<file path="config.mk">
export PLATFORM = sky130hd
export DESIGN_NAME = ftb_sqrt
export DESIGN_NICKNAME = d
export VERILOG_FILES = /design/src/sv/ftb_pkg.sv /design/src/sv/ftb_sqrt.sv
export SDC_FILE = /design/constraint.sdc
export NUM_CORES = 2
export LEC_CHECK = 0
export CORE_ASPECT_RATIO = 1.75
export CORE_MARGIN = 10
export CORE_UTILIZATION = 50
export DETAILED_ROUTE_END_ITERATION = 8
export DONT_BUFFER_PORTS = 1
export PLACE_DENSITY = 0.68
export SETUP_SLACK_MARGIN = 0.02
export SYNTH_ARGS = -nofsm -noshare
export SYNTH_HDL_FRONTEND = slang
export SYNTH_SLANG_ARGS = --single-unit
</file>
<file path="constraint.sdc">
create_clock -name clk_i -period 7 [get_ports clk_i]
set_clock_uncertainty 0.2 [all_clocks]
set_input_delay 0.7 -clock clk_i [delete_from_list [all_inputs] [get_ports clk_i]]
set_output_delay 0.7 -clock clk_i [all_outputs]
set_load 0.01 [all_outputs]
</file>
<file path="src/sv/ftb_pkg.sv">
// ---------------------------------------------------------------------------
// ftb_pkg
// Widths, word types and arithmetic helpers of the tangent basis pipeline.
// ---------------------------------------------------------------------------
package ftb_pkg;

  localparam int CW   = 16;
  localparam int NW   = 16;
  localparam int EW   = CW + 1;
  localparam int PW   = 2 * EW;
  localparam int DW   = PW + 1;
  localparam int THW  = 24;
  localparam int TL   = 24;
  localparam int BL   = 20;
  localparam int PL   = 24;
  localparam int TW   = TL + 1;
  localparam int BW   = BL + 1;
  localparam int PSH  = 28;
  localparam int NTW  = NW + TW;
  localparam int NDW  = NTW + 2;
  localparam int NPW  = NW + NDW;
  localparam int PRW  = NPW + 1;
  localparam int KW   = $clog2(PRW + 1);
  localparam int SW   = PL + 1;
  localparam int XPW  = NW + SW;
  localparam int CRW  = XPW + 1;
  localparam int HPW  = CRW + BW;
  localparam int HDW  = HPW + 2;
  localparam int SQW  = 2 * PL + 2;
  localparam int LW   = PL + 1;
  localparam int FRAC = 14;
  localparam int OW   = 16;
  localparam int QW   = FRAC + 1;
  localparam int REMW = PL + FRAC + 2;

  localparam int SQS    = 2;
  localparam int QPS    = 3;
  localparam int FR_STG = 6;
  localparam int OG_STG = 10;
  localparam int SQ_STG = (LW + SQS - 1) / SQS;
  localparam int DV_STG = (QW + QPS - 1) / QPS;
  localparam int NS     = FR_STG + OG_STG + SQ_STG + DV_STG + 1;

  localparam logic [THW-1:0] THR_RESET = THW'(168);
  localparam logic [TW-1:0]  T_DEF     = TW'(1) << (TL - 1);
  localparam logic [BW-1:0]  B_DEF     = BW'(1) << (BL - 1);
  localparam int             NMAX      = 2 ** (NW - 1) - 1;

  typedef struct packed {
    logic [3*CW-1:0] corner0_position;
    logic [3*CW-1:0] corner1_position;
    logic [3*CW-1:0] corner_last_position;
    logic [2*CW-1:0] corner0_texcoord;
    logic [2*CW-1:0] corner1_texcoord;
    logic [2*CW-1:0] corner_last_texcoord;
    logic [3*CW-1:0] face_normal;
  } in_word_t;

  typedef struct packed {
    logic signed [OW-1:0] tangent_x;
    logic signed [OW-1:0] tangent_y;
    logic signed [OW-1:0] tangent_z;
    logic                 handedness_negative;
    logic                 degenerate_uv;
  } out_word_t;

  typedef struct packed {
    logic [2:0][TW-1:0] t;
    logic [2:0][BW-1:0] b;
    logic [2:0][NW-1:0] n;
    logic               degen;
  } fr_t;

  typedef struct packed {
    logic [2:0][PL-1:0] pm;
    logic [2:0]         ps;
    logic [SQW-1:0]     lensq;
    logic               hand;
    logic               degen;
  } og_t;

  typedef struct packed {
    logic [2:0][PL-1:0] pm;
    logic [2:0]         ps;
    logic [LW-1:0]      len;
    logic               hand;
    logic               degen;
  } sq_t;

  typedef struct packed {
    logic [2:0][QW-1:0] q;
    logic [2:0]         ps;
    logic               zero;
    logic               hand;
    logic               degen;
  } dv_t;

  typedef struct packed {
    logic [SQW-1:0] x;
    logic [SQW-1:0] r;
  } sq_acc_t;

  typedef struct packed {
    logic [REMW-1:0] rem;
    logic [QW-1:0]   q;
  } dv_acc_t;

  function automatic logic signed [CW-1:0] comp(input logic [3*CW-1:0] v, input int s);
    return v[s*CW +: CW];
  endfunction

  function automatic logic signed [NW-1:0] sat_n(input logic signed [CW-1:0] x);
    if (int'(x) > NMAX) return NW'(NMAX);
    if (int'(x) < -NMAX - 1) return NW'(-NMAX - 1);
    return NW'(x);
  endfunction

  // right shift that brings the widest magnitude below 2^lim
  function automatic logic [KW-1:0] shr_amt(input logic [PRW-1:0] m, input int lim);
    int bl;
    bl = 0;
    for (int i = 0; i < PRW; i++) begin
      if (m[i]) bl = i + 1;
    end
    if (bl > lim) return KW'(bl - lim);
    return '0;
  endfunction

  function automatic sq_acc_t sq_step(input sq_acc_t a, input int j);
    logic [SQW:0] bt;
    logic [SQW:0] tr;
    sq_acc_t      o;
    bt = (SQW + 1)'(1) << (2 * (LW - 1 - j));
    tr = {1'b0, a.r} + bt;
    o  = a;
    if ({1'b0, a.x} >= tr) begin
      o.x = SQW'({1'b0, a.x} - tr);
      o.r = SQW'(({1'b0, a.r} >> 1) + bt);
    end else begin
      o.r = a.r >> 1;
    end
    return o;
  endfunction

  function automatic dv_acc_t dv_step(input dv_acc_t a, input logic [LW-1:0] len,
                                      input int i);
    logic [REMW-1:0] sub;
    dv_acc_t         o;
    sub = REMW'(len) << i;
    o   = a;
    if (a.rem >= sub) begin
      o.rem  = a.rem - sub;
      o.q[i] = 1'b1;
    end
    return o;
  endfunction

endpackage

</file>
<file path="src/sv/ftb_sqrt.sv">
// ---------------------------------------------------------------------------
// ftb_sqrt
// Pipelined integer square root, two result bits per stage.
// ---------------------------------------------------------------------------
module ftb_sqrt (
  input  logic                       clk_i,
  input  logic [ftb_pkg::SQ_STG-1:0] en_i,
  input  ftb_pkg::og_t               og_i,
  output ftb_pkg::sq_t               sq_o
);
  import ftb_pkg::*;

  sq_acc_t            acc_q [SQ_STG];
  sq_acc_t            acc_d [SQ_STG];
  logic [2:0][PL-1:0] pm_q [SQ_STG];
  logic [2:0]         ps_q [SQ_STG];
  logic [SQ_STG-1:0]  hand_q, dg_q;

  always_comb begin
    sq_acc_t a;
    for (int s = 0; s < SQ_STG; s++) begin
      if (s == 0) begin
        a.x = og_i.lensq;
        a.r = '0;
      end else begin
        a = acc_q[s-1];
      end
      for (int k = 0; k < SQS; k++) begin
        if (s * SQS + k < LW) a = sq_step(a, s * SQS + k);
      end
      acc_d[s] = a;
    end
  end

  always_ff @(posedge clk_i) begin
    for (int s = 0; s < SQ_STG; s++) begin
      if (en_i[s]) begin
        acc_q[s]  <= acc_d[s];
        pm_q[s]   <= (s == 0) ? og_i.pm    : pm_q[s-1];
        ps_q[s]   <= (s == 0) ? og_i.ps    : ps_q[s-1];
        hand_q[s] <= (s == 0) ? og_i.hand  : hand_q[s-1];
        dg_q[s]   <= (s == 0) ? og_i.degen : dg_q[s-1];
      end
    end
  end

  assign sq_o.pm    = pm_q[SQ_STG-1];
  assign sq_o.ps    = ps_q[SQ_STG-1];
  assign sq_o.len   = LW'(acc_q[SQ_STG-1].r);
  assign sq_o.hand  = hand_q[SQ_STG-1];
  assign sq_o.degen = dg_q[SQ_STG-1];

endmodule

</file>
# == After elaboration in Yosys (flattened, before gate mapping) ==
# Memories as Yosys holds them, arrays and structs flattened.
# Cells that the tools add are included.
# Widths: inputs -> output; s select.
# word_totals
regBits,26
mem_bits_rw,2275
in_bits,141
output_inout_bits,102
memories,3
# mem_list
memory,depth,word_bits,read_ports,rd_ports_with_merged_regs,write_ports,line_no,text
acc_q,13,100,13,0,13,ftb_sqrt.sv:13,sq_acc_t acc_q [SQ_STG];
pm_q,13,72,13,0,13,ftb_sqrt.sv:15,logic [2:0][PL-1:0] pm_q [SQ_STG];
ps_q,13,3,13,0,13,ftb_sqrt.sv:16,logic [2:0] ps_q [SQ_STG];
# classes
addsub,73
order_cmp,25
n_mux,76
# ops
cell,count
$mux 50,49
$sub 50x50->50,24
$ge 50x51->1,23
$add 50x1->51 const B,1
$add 50x11->51 const B,1
$add 50x13->51 const B,1
$add 50x15->51 const B,1
$add 50x17->51 const B,1
$add 50x19->51 const B,1
$add 50x21->51 const B,1
$add 50x23->51 const B,1
$add 50x25->51 const B,1
$add 50x27->51 const B,1
$add 50x29->51 const B,1
$add 50x3->51 const B,1
$add 50x31->51 const B,1
$add 50x33->51 const B,1
$add 50x35->51 const B,1
$add 50x37->51 const B,1
$add 50x39->51 const B,1
$add 50x41->51 const B,1
$add 50x43->51 const B,1
$add 50x45->51 const B,1
$add 50x5->51 const B,1
32 further kinds,57

# == Logic depth before layout (Yosys ltp) ==
# An unclocked memory read counts as a cell.
# depth
word_depth,7
mapped_depth,30
depth_no_buf,25

# == Worst setup path before layout ==
# Ideal clock, no wire load.
# synth_path
path_type,register to register
startpoint,memory acc_q[1][192] (netlist name)
endpoint,memory acc_q[1][260] (netlist name) (data pin)
setup_ps,262
arrival_ps,5806
setup_slack_ps,732
stages_incl_launch_ff,24
path_buffers,4
synth_period_minus_slack_ps,6268
path_cell_list,edfxtp_1 > or4_4 > or4_1 > or4_4 > nor3_4 > nand3_2 > inv_2 > buf_4 > clkbuf_1 > clkbuf_1 > o21ai_0 > ha_1 > a21oi_1 > o21ai_0 > a31oi_1 > o31ai_1 > a221oi_1 > o21ai_0 > o211ai_1 > o2bb2ai_1 > nand3_1 > nand3b_4 > buf_4 > mux2_1
# synth_lines
element,line_no
"start, declared",ftb_sqrt.sv:13

==> flow_summary.yaml <==
detailed_routing:
  vias: 51730
  wl_per_cell_um: 25.44
  initialDrtViolationCount: 2940
  ant_nets: 0
  drcViolationCount: 0
  first_pass_iters: 6
  viasPerCell: 5.724
  routed_wl_um: 229900
synth:
  seq_area_frac_synth_pct: 64.46
  yosys_most_used_dff: "edfxtp_1"
  ys_ff_latch: 1782
  yosys_warnings: 0
  synthCells: 6302
  synth_nets: 6803
  synth_edf_count: 1782
  synthArstFlopShare_pct: 0
  synth.avg_cell_area_um2: 13.17
  synth_area_um2: 83010
  ys_types: 111
timing:
  fmax_mhz: 150.4
  maxSlewViolCount: 1
  setup_viol: 0
  tightest_slew_ps: 1475
  grt_setup_unrepaired: "false"
  fin_tns_setup_ps: 0
  timing.final.crit_share_pct: 94.99
  slew_headroom_pct: -0.9047
  fin_crit_ps: 6649
  setup_ws_ps: 350.5
  finalHoldViolCount: 0
global_route:
  grt_remaining_overflow: 0
  grt_max_degree: 152
  grt_pass1_vias: 54510
  grt_pass1_wl_um: 336200
  track_usage_pct: 24.57
  antenna_found_initial: 13
power:
  leakage_nw: 35.14
  clockPowerShare_pct: 25.8
  ir_drop_v: 0.0003064
  powerDensity_nw_per_um2: 368.3
  p_int_w: 0.02306
  p_comb_share_pct: 32.9
  seq_power_share_pct: 41.3
  switching_share_pct: 33.44
  p_sw_w: 0.01159
clock_tree:
  cts_root_buf: "clkbuf_16"
  cts_tree: "yes"
  path_clk_slew_ps: 70
  ctsHtreeMaxLevel: 4
  clock_latency_ps: 840
  clock-sinks: 1782
  cts_inserted_buffers: 162
  cts_max_path_buffers: 4
setup_path:
  crit_buf_inv: 4
  critPathRequiredTime_ps: 7430
  critical_path_depth: 21
  r2r-end: "acc_q[0][696]"
  critical-path-top-delay-family: "compound AO/OA/AOI/OAI gates"
  end_kind: "register"
  critical-path-max-stage-delay_ps: 530
  r2r-start: "acc_q[0][527]"
  critPathSlowestCell: "o21ai_0"
  arrival_ps: 7080
  startpoint_type: "register"
  worst-r2r-setup-slack_ps: 350
  crit_end: "acc_q[0][696]"
  path_cells: "inv_1 > ha_1 > o211ai_1 > nand2_1 > a221o_1 > o21ai_0 > nand2_1 > buf_4 > mux2_2 > ha_1 > nand3_1 > o31a_1 > a31oi_1 > a211oi_1 > buf_4 > nand3_1 > nor4_2 > buf_4 > or4_1 > a21oi_1 > xor2_1"
  worstPathMaxFanout: 6
  crit_start: "acc_q[0][527]"
  path_common_cell: "buf_4"
  reg2reg_depth: 21
  worst-setup-path-type: "reg -> reg"
floorplan:
  rows: 197
  core-area_um2: 164900
  die_area_um2: 183400
  start_util_pct: 50.34
  die_h_um: 559.0
  ios: 243
  die_w_um: 328.0
run:
  max-cap-violations: 1
outcome:
  violations: "max-capacitance violations, max-slew violations"
  status: "complete, but fails checks"
hold_path:
  hold_class: "in -> reg"
  worstHoldPathCells: 3
placement:
  dp_hpwl_um: 173700
  dp_slack_ps: 202.0
  port_buffers: 0
  gp_congestion: 0.9919
cells_and_area:
  nFillCells: 13150
  layout-drive-gt1-share_pct: 10.92
  syn_to_final_growth_pct: 13.33
  num-nets-final: 7224
-- sequential cells by signal, summed over array words and instances, names as in the netlist --
register and flops:
dg_q 13, hand_q 13, ps_q 39, pm_q 936, acc_q 781
-- tightest hold or removal path, cell delays in order --
cell and delay, ps:
a21oi_1 40, xor2_1 150, nor2_1 80
-- what timing repair did --
item | 4_1_cts | 5_1_grt
endpoints found under the setup margin | 0 | 58
endpoints found under the hold margin | 1907 | 0
hold buffers | 138 | 0
gates resized for setup | 0 | 5
setup buffers | 0 | 1
-- final cells by class --
cell class	count	area, um2	share of cell area [%]
diodes	6	15.01	0.01596
clock buffers	188	4279	4.549
clock inverters	95	985.9	1.048
inverters	331	1242	1.321
multi-input cells	3951	26900	28.60
flip-flops and latches	1782	53510	56.88
well taps	2189	2739	2.911
repair buffers	495	4402	4.679
-- placed cells by master (no fill, tap or decap), drive strengths merged, types with 34 or more instances in the layout --
master       count
nand2b          53
a21o           143
clkbuf         188
or4             37
nor3           128
xor2           195
nand2          380
mux2            50
edfxtp        1782
buf            370
nor4           135
and3            48
and2            36
o21ai          234
o31ai           34
a211oi          37
clkinv          61
o21bai          37
nand4          106
or2             36
o21a            69
a31oi           47
dlygate4sd3    125
inv            338
nand3          138
ha             360
nor2b           38
or3             49
xnor2          311
nor2           477
a21oi          404
-- through the flow --
| stage | power (W) | instance area, um2 | util (%) | hold slack (ps) | std cells |
|---|---|---|---|---|---|
| 6_report | 0.03465 | 94080 | 57.05 | 88.99 | 9037 |
| 5_1_grt | 0.03626 | 94070 | 57.05 | 76.64 | 9036 |
| 4_1_cts | 0.03469 | 94030 | 57.02 | 17.80 | 9030 |
| 3_5_place_dp | 0.02544 | 87160 | 52.86 | 204.5 | 8609 |
| 3_3_place_gp | 0.02536 | 87160 | 52.86 | 200.1 | 8609 |
| 2_1_floorplan | 0.02132 | 83010 | - | 200.3 | 6302 |
-- synth_stat cells (52+ instances only) --
cell | instances | area, um2
a21o_1 | 143 | 1074
a21oi_1 | 404 | 2022
buf_4 | 107 | 803.3
clkbuf_1 | 83 | 311.6
edfxtp_1 | 1782 | 53510
ha_1 | 360 | 4504
inv_1 | 323 | 1212
nand2_1 | 379 | 1423
nand2b_1 | 52 | 325.3
nand3_1 | 133 | 665.6
nand4_1 | 105 | 656.9
nor2_1 | 477 | 1790
nor3_1 | 126 | 630.6
nor4_1 | 129 | 807.0
o21a_1 | 69 | 518.0
o21ai_0 | 223 | 1116
xnor2_1 | 311 | 2724
xor2_1 | 195 | 1708
-- metal layers --
| layer | vias to the layer above | global-route usage [%] | routed length, um |
|---|---|---|---|
| li1 | 24510 | - | - |
| met1 | 25050 | 20.64 | 68370 |
| met2 | 1442 | 48.75 | 130100 |
| met3 | 711 | 3.355 | 8494 |
| met4 | 10 | 20.75 | 22950 |
| met5 | - | 0 | 51 |
-- how the worst min path moves through the flow --
stage / startpoint / to
after global placement: pm_q[0][404] / pm_q[0][476]
after global routing: og_i[50] / acc_q[0][99]
after detailed placement: dg_q[11] / dg_q[12]
after CTS: og_i[50] / acc_q[0][99]
final: og_i[50] / acc_q[0][99]
after floorplan: dg_q[9] / dg_q[10]
-- power by group through the flow --
stage                     Sequential (W)  Clock [W]  Combinational (W)
after floorplan                   0.0140          0            0.00729
after global placement            0.0145          0             0.0109
after detailed placement          0.0145          0             0.0109
after CTS                         0.0143    0.00909             0.0113
after global routing              0.0144    0.00949             0.0124
final                             0.0143    0.00894             0.0114
-- cells by family after synthesis --
family          after synthesis  share of synthesized area, %
flops                      1782                         64.46
mux                          68                        0.8953
simple gates               1797                         11.23
fa+ha+maj                   361                         5.438
compound gates             1219                         9.459
xor+xnor                    506                         5.339
buf+inv                     569                         3.179
No activity file was read; power rests on OpenSTA's default activity.
